$ cat config.mk
export PLATFORM = sky130hd
export DESIGN_NAME = bbox_center_unitize
export DESIGN_NICKNAME = d
export VERILOG_FILES = /design/src/rtl/core/bcu_pkg.sv /design/src/rtl/core/bbox_center_unitize.sv /design/src/rtl/core/bcu_lane.sv /design/src/rtl/core/bcu_merge.sv
export SDC_FILE = /design/constraint.sdc
export NUM_CORES = 2
export LEC_CHECK = 0
export BUFFER_PORTS_ARGS = -buffer_cell sky130_fd_sc_hd__buf_2
export CAP_MARGIN = 10
export CELL_PAD_IN_SITES_DETAIL_PLACEMENT = 0
export CELL_PAD_IN_SITES_GLOBAL_PLACEMENT = 2
export CORE_UTILIZATION = 42
export CTS_BUF_LIST = sky130_fd_sc_hd__clkbuf_16
export CTS_CLUSTER_SIZE = 30
export DETAILED_ROUTE_END_ITERATION = 7
export GPL_ROUTABILITY_DRIVEN = 0
export PLACE_DENSITY_LB_ADDON = 0.1
export SLEW_MARGIN = 0
export SYNTH_ARGS = -nofsm -noshare
export SYNTH_HDL_FRONTEND = slang
export SYNTH_SLANG_ARGS = --single-unit
$ cat constraint.sdc
create_clock -name clk -period 17.1 [get_ports clk]
set_input_delay 2.565 -clock clk [delete_from_list [all_inputs] [get_ports clk]]
set_output_delay 2.565 -clock clk [all_outputs]
set_load 0.02 [all_outputs]
$ cat src/rtl/core/bcu_pkg.sv
// ----------------------------------------------------------------------------
// bcu_pkg
// Shared types and codes for the bounding box center and unitize block.
// ----------------------------------------------------------------------------
package bcu_pkg;

    // input operation codes, carried in the slave tuser
    localparam logic [1:0] OP_CLEAR = 2'd0;
    localparam logic [1:0] OP_ACCUM = 2'd1;
    localparam logic [1:0] OP_XFORM = 2'd2;

    // configuration register indexes
    localparam int unsigned   CFG_IDX_W    = 8;
    localparam logic [7:0]    REG_RECENTER = 8'd0;
    localparam logic [7:0]    REG_RESIZE   = 8'd1;

    // sequencer states
    typedef enum logic [1:0] {
        ST_IDLE,
        ST_DIV,
        ST_ROUND
    } state_t;

    // per-item control broadcast to the lanes and the merge stage
    typedef struct packed {
        logic clear;
        logic accum;
        logic load;
        logic step;
    } lane_ctrl_t;

endpackage

$ cat src/rtl/core/bbox_center_unitize.sv
// ----------------------------------------------------------------------------
// bbox_center_unitize
// Bounding box recenter and unit-cube resize of signed fixed-point vertices,
// three axis lanes working side by side with a merge stage for the divisor.
// ----------------------------------------------------------------------------
//
//  channel  | direction | transfer carries
//  ---------+-----------+--------------------------------------------------
//  s_axis   | in        | tuser: op; tdata: coord_x, coord_y, coord_z
//  m_axis   | out       | tuser: degenerate; tdata: norm_x, norm_y, norm_z
//  cfg      | in        | cfg_index: register index; cfg_data: bit 0 value
//
//  Clear and accumulate produce no output transfer.
//  An accepted transform runs the divide state, one bit per cycle in the
//  restoring divider of each lane, then the round state, then output valid.
//  One item is in work at a time; the next is taken while a result waits
//  in the output register. A held output stalls only the round step.
//  Reset clears the bounds, the seen flag and both configuration bits.
// ----------------------------------------------------------------------------
module bbox_center_unitize
    import bcu_pkg::*;
#(
    parameter int COORD_WIDTH = 32,
    parameter int FRAC_BITS   = 16
)
(
    input  logic                       clk,
    input  logic                       rst_n,

    input  logic                       s_axis_tvalid,
    output logic                       s_axis_tready,
    // coord_x, coord_y, coord_z from bit 0 up, zero padded to bytes
    input  logic [((3*COORD_WIDTH+7)/8)*8-1:0] s_axis_tdata,
    // op
    input  logic [1:0]                 s_axis_tuser,

    output logic                       m_axis_tvalid,
    input  logic                       m_axis_tready,
    // norm_x, norm_y, norm_z from bit 0 up, zero padded to bytes
    output logic [((3*COORD_WIDTH+7)/8)*8-1:0] m_axis_tdata,
    // degenerate
    output logic                       m_axis_tuser,

    input  logic                       cfg_valid,
    output logic                       cfg_ready,
    input  logic [CFG_IDX_W-1:0]       cfg_index,
    input  logic                       cfg_data
);

    localparam int CW      = COORD_WIDTH;
    localparam int FB      = FRAC_BITS;
    localparam int TDATA_W = ((3*CW+7)/8)*8;
    localparam int DEN_W   = (CW > FB + 2) ? CW : FB + 2;
    localparam int NB      = CW + 2 + FB;
    localparam int CNT_W   = $clog2(NB);

    state_t              state_reg, state_next;
    logic [CNT_W-1:0]    cnt_reg, cnt_next;
    logic                recenter_reg;
    logic                resize_reg;
    logic                m_valid_reg;
    logic [TDATA_W-1:0]  m_data_reg;
    logic                m_degen_reg;

    lane_ctrl_t          ctrl;
    logic                out_free;
    logic                out_load;
    logic                any_seen;
    logic                degen;
    logic [DEN_W-1:0]    den;
    logic [DEN_W-1:0]    ext [3];
    logic [CW-1:0]       res [3];

    assign out_free = !m_valid_reg || m_axis_tready;

    // configuration writes, always taken
    assign cfg_ready = 1'b1;

    always_ff @(posedge clk or negedge rst_n)
    begin
        if (!rst_n)
        begin
            recenter_reg <= 1'b0;
            resize_reg   <= 1'b0;
        end
        else if (cfg_valid)
        begin
            unique case (cfg_index)
                REG_RECENTER: recenter_reg <= cfg_data;
                REG_RESIZE:   resize_reg   <= cfg_data;
                default:      ;
            endcase
        end
    end

    // sequencer next state
    always_comb
    begin
        state_next = state_reg;
        cnt_next   = cnt_reg;
        unique case (state_reg)
            ST_IDLE:
            begin
                if (s_axis_tvalid && s_axis_tuser == OP_XFORM)
                begin
                    state_next = ST_DIV;
                    cnt_next   = '0;
                end
            end
            ST_DIV:
            begin
                cnt_next = cnt_reg + CNT_W'(1);
                if (cnt_reg == CNT_W'(NB - 1))
                    state_next = ST_ROUND;
            end
            ST_ROUND:
            begin
                if (out_free)
                    state_next = ST_IDLE;
            end
            default: state_next = ST_IDLE;
        endcase
    end

    // sequencer outputs
    always_comb
    begin
        s_axis_tready = 1'b0;
        ctrl          = '0;
        out_load      = 1'b0;
        unique case (state_reg)
            ST_IDLE:
            begin
                s_axis_tready = 1'b1;
                ctrl.clear    = s_axis_tvalid && s_axis_tuser == OP_CLEAR;
                ctrl.accum    = s_axis_tvalid && s_axis_tuser == OP_ACCUM;
                ctrl.load     = s_axis_tvalid && s_axis_tuser == OP_XFORM;
            end
            ST_DIV:   ctrl.step = 1'b1;
            ST_ROUND: out_load  = out_free;
            default:  ;
        endcase
    end

    always_ff @(posedge clk or negedge rst_n)
    begin
        if (!rst_n)
        begin
            state_reg <= ST_IDLE;
            cnt_reg   <= '0;
        end
        else
        begin
            state_reg <= state_next;
            cnt_reg   <= cnt_next;
        end
    end

    // axis lanes
    for (genvar a = 0; a < 3; a++)
    begin : g_lane
        bcu_lane #(
            .CW    (CW),
            .FB    (FB),
            .DEN_W (DEN_W)
        ) u_lane (
            .clk      (clk),
            .rst_n    (rst_n),
            .ctrl     (ctrl),
            .coord    (s_axis_tdata[a*CW +: CW]),
            .recenter (recenter_reg && any_seen),
            .den      (den),
            .ext      (ext[a]),
            .result   (res[a])
        );
    end

    // divisor and degenerate flag from the lane extents
    bcu_merge #(
        .FB    (FB),
        .DEN_W (DEN_W)
    ) u_merge (
        .clk      (clk),
        .rst_n    (rst_n),
        .ctrl     (ctrl),
        .resize   (resize_reg),
        .ext_x    (ext[0]),
        .ext_y    (ext[1]),
        .ext_z    (ext[2]),
        .den      (den),
        .degen    (degen),
        .any_seen (any_seen)
    );

    // output register
    always_ff @(posedge clk or negedge rst_n)
    begin
        if (!rst_n)
            m_valid_reg <= 1'b0;
        else if (out_load)
            m_valid_reg <= 1'b1;
        else if (m_axis_tready)
            m_valid_reg <= 1'b0;
    end

    always_ff @(posedge clk)
    begin
        if (out_load)
        begin
            m_data_reg  <= TDATA_W'({res[2], res[1], res[0]});
            m_degen_reg <= degen;
        end
    end

    assign m_axis_tvalid = m_valid_reg;
    assign m_axis_tdata  = m_data_reg;
    assign m_axis_tuser  = m_degen_reg;

endmodule

$ cat src/rtl/core/bcu_lane.sv
// ----------------------------------------------------------------------------
// bcu_lane
// One axis: running min/max bounds, numerator build and a bit-serial
// restoring divider with round-half-away and saturation.
// ----------------------------------------------------------------------------
module bcu_lane
    import bcu_pkg::*;
#(
    parameter int CW    = 32,
    parameter int FB    = 16,
    parameter int DEN_W = 32
)
(
    input  logic             clk,
    input  logic             rst_n,
    input  lane_ctrl_t       ctrl,
    input  logic [CW-1:0]    coord,
    input  logic             recenter,
    input  logic [DEN_W-1:0] den,
    output logic [DEN_W-1:0] ext,
    output logic [CW-1:0]    result
);

    localparam int NW = CW + 2;       // numerator width
    localparam int NB = NW + FB;      // dividend bits fed to the divider
    localparam int QW = CW + 1;       // kept quotient bits

    localparam logic [CW-1:0] MAXV = {1'b0, {(CW-1){1'b1}}};
    localparam logic [CW-1:0] MINV = {1'b1, {(CW-1){1'b0}}};

    logic [CW-1:0]    lo_reg, lo_next;
    logic [CW-1:0]    hi_reg, hi_next;
    logic             neg_reg, neg_next;
    logic [NB-1:0]    sh_reg, sh_next;
    logic [DEN_W-1:0] r_reg, r_next;
    logic [QW-1:0]    q_reg, q_next;
    logic             ovf_reg, ovf_next;

    logic [CW:0]      diff;
    logic [NW-1:0]    num2v;
    logic [NW-1:0]    bsum;
    logic [NW-1:0]    num;
    logic [NW-1:0]    mag;
    logic [DEN_W:0]   r_shift;
    logic [DEN_W:0]   r_sub;
    logic             ge;
    logic             round_up;
    logic [QW:0]      qr;
    logic             big;

    // extent of this axis, valid once a vertex has been seen
    assign diff = {hi_reg[CW-1], hi_reg} - {lo_reg[CW-1], lo_reg};
    assign ext  = DEN_W'(diff[CW-1:0]);

    // numerator 2*v - (lo + hi) when recentering, else 2*v
    assign num2v = {coord[CW-1], coord, 1'b0};
    assign bsum  = {{2{lo_reg[CW-1]}}, lo_reg} + {{2{hi_reg[CW-1]}}, hi_reg};
    assign num   = recenter ? (num2v - bsum) : num2v;
    assign mag   = num[NW-1] ? (~num + NW'(1)) : num;

    // one restoring step
    assign r_shift = {r_reg, sh_reg[NB-1]};
    assign r_sub   = r_shift - {1'b0, den};
    assign ge      = (r_shift >= {1'b0, den});

    // rounding and saturation of the finished quotient
    assign round_up = ({r_reg, 1'b0} >= {1'b0, den});
    assign qr       = {1'b0, q_reg} + (QW+1)'(round_up);
    assign big      = ovf_reg | (|qr[QW:CW-1]);

    always_comb
    begin
        if (neg_reg)
            result = big ? MINV : (~qr[CW-1:0] + CW'(1));
        else
            result = big ? MAXV : qr[CW-1:0];
    end

    // bounds next value
    always_comb
    begin
        lo_next = lo_reg;
        hi_next = hi_reg;
        if (ctrl.clear)
        begin
            lo_next = MAXV;
            hi_next = MINV;
        end
        else if (ctrl.accum)
        begin
            if ($signed(coord) < $signed(lo_reg))
                lo_next = coord;
            if ($signed(coord) > $signed(hi_reg))
                hi_next = coord;
        end
    end

    // divider next value
    always_comb
    begin
        neg_next = neg_reg;
        sh_next  = sh_reg;
        r_next   = r_reg;
        q_next   = q_reg;
        ovf_next = ovf_reg;
        if (ctrl.load)
        begin
            neg_next = num[NW-1];
            sh_next  = {mag, {FB{1'b0}}};
            r_next   = '0;
            q_next   = '0;
            ovf_next = 1'b0;
        end
        else if (ctrl.step)
        begin
            sh_next  = {sh_reg[NB-2:0], 1'b0};
            r_next   = ge ? r_sub[DEN_W-1:0] : r_shift[DEN_W-1:0];
            q_next   = {q_reg[QW-2:0], ge};
            ovf_next = ovf_reg | q_reg[QW-1];
        end
    end

    // bounds registers
    always_ff @(posedge clk or negedge rst_n)
    begin
        if (!rst_n)
        begin
            lo_reg <= MAXV;
            hi_reg <= MINV;
        end
        else
        begin
            lo_reg <= lo_next;
            hi_reg <= hi_next;
        end
    end

    // divider datapath registers
    always_ff @(posedge clk)
    begin
        neg_reg <= neg_next;
        sh_reg  <= sh_next;
        r_reg   <= r_next;
        q_reg   <= q_next;
        ovf_reg <= ovf_next;
    end

endmodule

$ cat src/rtl/core/bcu_merge.sv
// ----------------------------------------------------------------------------
// bcu_merge
// Combines the lane extents into the shared divisor and degenerate flag,
// and tracks whether any vertex has been folded in.
// ----------------------------------------------------------------------------
module bcu_merge
    import bcu_pkg::*;
#(
    parameter int FB    = 16,
    parameter int DEN_W = 32
)
(
    input  logic             clk,
    input  logic             rst_n,
    input  lane_ctrl_t       ctrl,
    input  logic             resize,
    input  logic [DEN_W-1:0] ext_x,
    input  logic [DEN_W-1:0] ext_y,
    input  logic [DEN_W-1:0] ext_z,
    output logic [DEN_W-1:0] den,
    output logic             degen,
    output logic             any_seen
);

    localparam logic [DEN_W-1:0] DEN_ONE = DEN_W'(1) << (FB + 1);

    logic [DEN_W-1:0] den_reg, den_next;
    logic             degen_reg, degen_next;
    logic             seen_reg, seen_next;
    logic [DEN_W-1:0] mx_xy;
    logic [DEN_W-1:0] mx;

    // largest extent over the three axes
    assign mx_xy = (ext_y > ext_x) ? ext_y : ext_x;
    assign mx    = (ext_z > mx_xy) ? ext_z : mx_xy;

    always_comb
    begin
        den_next   = den_reg;
        degen_next = degen_reg;
        seen_next  = seen_reg;
        if (ctrl.clear)
            seen_next = 1'b0;
        else if (ctrl.accum)
            seen_next = 1'b1;
        else if (ctrl.load)
        begin
            den_next   = DEN_ONE;
            degen_next = 1'b0;
            if (resize && seen_reg)
            begin
                if (mx == '0)
                    degen_next = 1'b1;
                else
                    den_next = mx;
            end
        end
    end

    always_ff @(posedge clk or negedge rst_n)
    begin
        if (!rst_n)
            seen_reg <= 1'b0;
        else
            seen_reg <= seen_next;
    end

    always_ff @(posedge clk)
    begin
        den_reg   <= den_next;
        degen_reg <= degen_next;
    end

    assign den      = den_reg;
    assign degen    = degen_reg;
    assign any_seen = seen_reg;

endmodule
Word level (Yosys, flattened, before mapping)
Index checks and enable logic that the tools add are counted.

Word-level logic and storage cells: 186. Output and inout port bits: 100. Register bits: 637.

Muxes and demuxes: 59. Reductions and logical operators: 36. $add $sub $neg: 22. $lt $le $gt $ge: 14. Equality and inequality tests: 9. Bitwise logic cells: 15.

Operator list (number): $mux 32 (32); $mux 50 (6); $mux 34 (6); $ge 33x32->1 (6); $sub 32x32->32 (6); $gt 32x32->1 (5); $add 33x1->34 (3); $add 34x1->34 const B (3); $not 34->34 (3); $sub 34x34->34 (3); $add 32x32->33 (3); $add 32x1->32 const B (3); $lt 32x32->1 (3); $not 32->32 (3); $logic_not 32->1 (1); $reduce_bool 2->1 (10); $reduce_and 2->1 (9); $pmux 6 s2 (1); $reduce_or 3->1 (3); $eq 8x1->1 const B (1); $logic_not 8->1 (1); $mux 1 (8); $add 6x1->6 const B (1); $eq 6x6->1 const B (1); other kinds (15) (34).

Depth between registers and ports, before layout
Depth in word-level cells: 7. Depth in mapped cells: 41. Depth with buffers taken out: 36.

By module
A second synthesis with hierarchy kept.

Cell total of the unflattened synthesis: 7091. Area, all modules: 60658.2 um^2.

By module, submodules not included: bcu_lane at g_lane[1].u_lane ... (area an instance 17600.6 um^2, cells each 2128, seq. area each 4013.8 um^2, instances 2); bcu_lane at g_lane[0].u_lane (area an instance 18246.2 um^2, cells each 2293, seq. area each 4013.8 um^2, instances 1); bcu_merge (area an instance 3698.5 um^2, cells each 384, seq. area each 1016.0 um^2, instances 1); bbox_center_unitize (area an instance 3512.1 um^2, cells each 158, seq. area each 3188.1 um^2, instances 1).

Least setup slack after synthesis
OpenSTA, ideal clock, no wires.

Path kind: register to register. Start: register g_lane[0].u_lane.lo_reg[1]. End: register u_merge.den_reg[17] (netlist: u_merge.den[17]) (data pin). Data required time: 16968 ps. Path buffers: 4. Library setup time: 132 ps. Path slack: 9302 ps. Stages on the path, launching flop included: 36. Data arrival time: 7666 ps. Cells stage by stage: dfstp_2 > inv_1 > ha_1 > nor2b_1 > o31a_1 > o21ai_0 > a21oi_1 > a311oi_1 > o21ai_0 > a41o_1 > xnor2_1 > ha_1 > a21o_1 > a21o_1 > a21oi_1 > o21ai_0 > a221o_1 > a31oi_2 > a21oi_2 > buf_2 > buf_2 > a21oi_1 > ha_1 > a21o_1 > a21o_1 > a2111oi_0 > o32ai_1 > o31a_1 > a211oi_1 > a21o_1 > buf_2 > buf_1 > a21oi_1 > a2111oi_1 > nand4_1 > nand2_1.

Longest elaborated chain between the ends: 7.

RTL lines: start, declared (RTL line bcu_lane.sv:31) `logic [CW-1:0] lo_reg, lo_next;`; start signal, assigned (RTL line bcu_lane.sv:133) `lo_reg <= lo_next;`; $sub 32x32->32 * (RTL line bcu_lane.sv:52) `assign diff = {hi_reg[CW-1], hi_reg} - {lo_reg[CW-1], lo_reg};`; $gt 32x32->1 (RTL line bcu_merge.sv:34) `assign mx_xy = (ext_y > ext_x) ? ext_y : ext_x;`; $mux 32 * (RTL line bcu_merge.sv:34); $gt 32x32->1 (RTL line bcu_merge.sv:35) `assign mx = (ext_z > mx_xy) ? ext_z : mx_xy;`; $mux 32 * (RTL line bcu_merge.sv:35); $logic_not 32->1 (RTL line bcu_merge.sv:52) `if (mx == '0)`; $reduce_or 2->1 (no source line); end signal, assigned (RTL line bcu_merge.sv:70) `den_reg <= den_next;`; end, declared (RTL line bcu_merge.sv:27) `logic [DEN_W-1:0] den_reg, den_next;`.

Every way passes the cells marked *; elsewhere a longest branch is shown, timed or not. A chain may end at the register's enable or synchronous reset.

Final worst setup path
Start: register g_lane[1].u_lane.lo_reg[2]. End: register u_merge.den_reg[17] (netlist: u_merge.den[17]) (data pin).

Longest elaborated chain between the ends: 7.

RTL lines (RTL line): start, declared (bcu_lane.sv:31); start signal, assigned (bcu_lane.sv:133); $sub 32x32->32 * (bcu_lane.sv:52); $gt 32x32->1 (bcu_merge.sv:34); $mux 32 * (bcu_merge.sv:34); $gt 32x32->1 (bcu_merge.sv:35); $mux 32 * (bcu_merge.sv:35); $logic_not 32->1 (bcu_merge.sv:52); $reduce_or 2->1 (no source line).

Marks and branches as above.

==> tab_implementation.tex <==
\begin{tabular}{lr}
\hline
Metric & Value \\
\hline
\multicolumn{2}{l}{\textbf{Outcome}} \\
Run status & finished, final reports clean \\
\multicolumn{2}{l}{\textbf{Timing}} \\
Count of final hold-check violations & 0 \\
Final worst path period share & 58.6\% \\
Unrepaired setup endpoints after global routing & false \\
Skew final & 0.0402 ns \\
Transition time at the pin with the least slew margin & 1.12 ns \\
Maximum operating frequency & 99.8 MHz \\
Post-route minimum period & 10.02 ns \\
Sum Neg Setup Slack & 0 ns \\
Final Max Tran Viols & 0 \\
Number of endpoints failing setup at the final stage & 0 \\
Worst slew margin relative to its limit & 23.1\% \\
\multicolumn{2}{l}{\textbf{Clock network}} \\
TritonCTS clock tree & built \\
Clock root buffer & sky130\_fd\_sc\_hd\_\_clkbuf\_16 \\
Clock insertion delay at the later pin of the skew report & 0.71 ns \\
Quantity of hold-fixing buffers added after cts & 0 \\
Worst-path clk slew & 0.06 ns \\
Setup repair bufs after CTS & 0 \\
CTS H-Tree Depth & 3 \\
Cts bufs inserted & 87 \\
Number of gates given a new drive strength after cts & 0 \\
Clock Sinks & 637 \\
Clock Tree Buf Depth & 3 \\
\multicolumn{2}{l}{\textbf{Synthesis}} \\
Gate count of the mapped netlist & $\sim$7300 \\
Synth cell count leaders & sky130\_fd\_sc\_hd\_\_nand2\_1 (723), sky130\_fd\_sc\_hd\_\_ha\_1 (647), sky130\_fd\_sc\_hd\_\_nor2\_1 (612) \\
Number of distinct library cells after synthesis & 109 \\
Combined area of all synthesized cells & approximately 0.06 mm² \\
Post-Synthesis Net Count & 8109 \\
Post-synth EDFFs & roughly 240 \\
Post-synthesis cell type with the largest combined area & sky130\_fd\_sc\_hd\_\_ha\_1 \\
Post-synthesis area per instance & about 8 µm² \\
Async SR Flop Fraction & 32.0\% \\
Top-count cell post-synth & sky130\_fd\_sc\_hd\_\_nand2\_1 \\
Leading post-synthesis cells by cell area & sky130\_fd\_sc\_hd\_\_ha\_1 (14\%), sky130\_fd\_sc\_hd\_\_edfxtp\_1 (12\%), sky130\_fd\_sc\_hd\_\_dfxtp\_1 (6.7\%) \\
Dominant register cell in the synthesized netlist & sky130\_fd\_sc\_hd\_\_edfxtp\_1 \\
Share of Yosys cell area claimed by the top area cell type & 13.6\% \\
Post-synthesis register bit count & 637 \\
YS warnings & 0 \\
Sequential-to-total area share from yosys stat & 27.3\% \\
\multicolumn{2}{l}{\textbf{Critical path}} \\
Worst path arrival time & 10.60 ns \\
Worst Path Class, Setup & reg2reg \\
Critical path's largest stage delay & between 0.8 and 0.9 ns \\
Launch instance of the worst register-to-register path & g\_lane[1].u\_lane.lo\_reg[2] \\
Biggest fanout along the worst timing path & between 50 and 60 \\
Critical Path RT & 17.68 ns \\
Critical Path Source Type & flop \\
Launching instance or port of the critical path & g\_lane[1].u\_lane.lo\_reg[2] \\
Worst Setup End Kind & flop \\
Cell with the largest stage delay on the worst path & sky130\_fd\_sc\_hd\_\_a21o\_2 \\
\multicolumn{2}{l}{\textbf{Placed design}} \\
Estimated wirelength of the detail-placed design & 143000 µm \\
Post-placement cell count & 9114 \\
Buffers on Ports & 210 \\
\multicolumn{2}{l}{\textbf{GRT}} \\
Via count of the first global-routing pass & just over 50000 \\
Global route total overflow & 0 \\
Initial antenna violation count & 2 \\
Maximum number of pins on one net before global-route repair & 97 \\
Wire length of the first global-routing pass & 294000 µm \\
Total routing resource utilization after global routing & 25.7\% \\
\multicolumn{2}{l}{\textbf{Min path}} \\
Hold Crit Start & g\_lane[1].u\_lane.q\_reg[0] \\
Class of the worst hold path & reg2reg \\
\multicolumn{2}{l}{\textbf{Route}} \\
Number of DRC markers after the initial detailed-route iteration & 3082 \\
Detailed-route vias per instance & 5.74 \\
Vias & around 53000 \\
Residual DRC & 0 \\
Routed WL per cell & 20.1 µm \\
Number of optimization iterations in the first detailed-route pass & 5 \\
Final antenna-violating net count & 0 \\
Final WL & 187000 µm \\
\multicolumn{2}{l}{\textbf{Die}} \\
Area of the core region & approximately 0.14 mm² \\
Effective utilization at floorplan & 42.5\% \\
Top-level I/O count & 212 \\
Die area & 0.143 mm² \\
Site row count & 137 \\
Die width & between 300 and 400 µm \\
Die Y-Extent & $\sim$380 µm \\
\multicolumn{2}{l}{\textbf{Final layout}} \\
Count of non-filler cells in the finished layout & a little over 9000 \\
Number of flip-flops under the largest register name & 102 \\
Fillers & 14000 \\
Fraction of layout instances using a drive strength above 1 & 8.28\% \\
Antenna cell count & 0 \\
Layout-stage area growth over the synthesis result & 8.98\% \\
Final Net Count & 8098 \\
\multicolumn{2}{l}{\textbf{Job}} \\
MaxCap Viol Count & 0 \\
\hline
\end{tabular}
==> routing by layer <==
layer / vias up / global-route usage, % / part of all wire (%)
met5: - / 0 / 0.012
met4: 4 / 6.88 / 2.6
met3: 222 / 2.79 / 3.3
met2: 976 / 43.9 / 47
met1: 25500 / 34.2 / 47
li1: 26600 / - / -
==> per-stage QoR <==
stage / hold WS (ns) / instance area (µm²) / util (%) / setup slack (ns)
2_1_floorplan: 0.400 / 59500 / - / 9.30
3_3_place_gp: 0.458 / 62000 / 44.2 / 7.54
3_5_place_dp: 0.455 / 62000 / 44.2 / 7.24
4_1_cts: 0.462 / 64800 / 46.3 / 7.25
5_1_grt: 0.489 / 64800 / 46.3 / 6.41
6_report: 0.463 / 64800 / 46.3 / 7.08
==> final timing paths <==
check | cells after the start | endpoint | slack [ns]
worst max-delay path | 36 | u_merge.den[17] | 7.08
worst min-delay path | 2 | g_lane[1].u_lane.q_reg[1] | 0.46
worst max register to register | 36 | u_merge.den[17] | 7.08
worst min register to register | 2 | g_lane[1].u_lane.q_reg[1] | 0.46
max in group asynchronous | 3 | g_lane[0].u_lane.lo_reg[31] | 13.04
min in group asynchronous | 1 | g_lane[1].u_lane.hi_reg[0] | 1.93
==> cell families after synthesis <==
| kind of cell | Yosys count | synth area share (%) |
|---|---|---|
| buf+inv | 823 | 5.34 |
| simple gates | 2375 | 19.0 |
| fa+ha+maj | 660 | 14.0 |
| mux | 183 | 3.11 |
| flops | 637 | 27.3 |
| other cells | 1 | 0.00631 |
| xor+xnor | 497 | 7.32 |
| compound gates | 2162 | 23.9 |
==> cell usage in the layout, fill, tap and decap left out, drive strengths merged, types with 47 or more instances in the layout <==
| cell type | count |
|---|---|
| and2 | 54 |
| a21oi | 523 |
| o21a | 89 |
| nand2 | 723 |
| buf | 268 |
| a211oi | 98 |
| edfxtp | 235 |
| a21o | 237 |
| inv | 475 |
| mux2i | 173 |
| nor3 | 157 |
| nand4 | 111 |
| nor2 | 612 |
| o211ai | 47 |
| a31oi | 75 |
| dfxtp | 198 |
| o21ai | 495 |
| nand3 | 250 |
| ha | 647 |
| a22oi | 96 |
| and3 | 83 |
| o22ai | 53 |
| nand2b | 65 |
| dfstp | 96 |
| xor2 | 173 |
| xnor2 | 324 |
| nor4 | 48 |
| nor2b | 90 |
| clkbuf | 88 |
| dfrtp | 108 |
| o21bai | 79 |
==> cell type report <==
class                   instances  area (µm²)  area share [%]
inverters                     455        1710            2.64
well taps                    1876        2350            3.62
clock inverters                75         628           0.969
repair buffers                268        1500            2.31
multi-input cells            5878       40200            62.0
flip-flops and latches        637       16200            25.1
clock buffers                  88        2200            3.40
==> worst max-delay path, delay by kind of cell (launching register included) <==
| kind | cells | cell delay (ns) |
|---|---|---|
| mux | 1 | 0.33 |
| flops | 1 | 0.54 |
| buf+inv | 2 | 0.35 |
| fa+ha+maj | 3 | 0.94 |
| compound gates | 17 | 5.22 |
| simple gates | 13 | 2.51 |
Power is left out: the tool's default activity adds up to more than one toggle a clock period on the data nets, which glitch-free logic cannot reach.
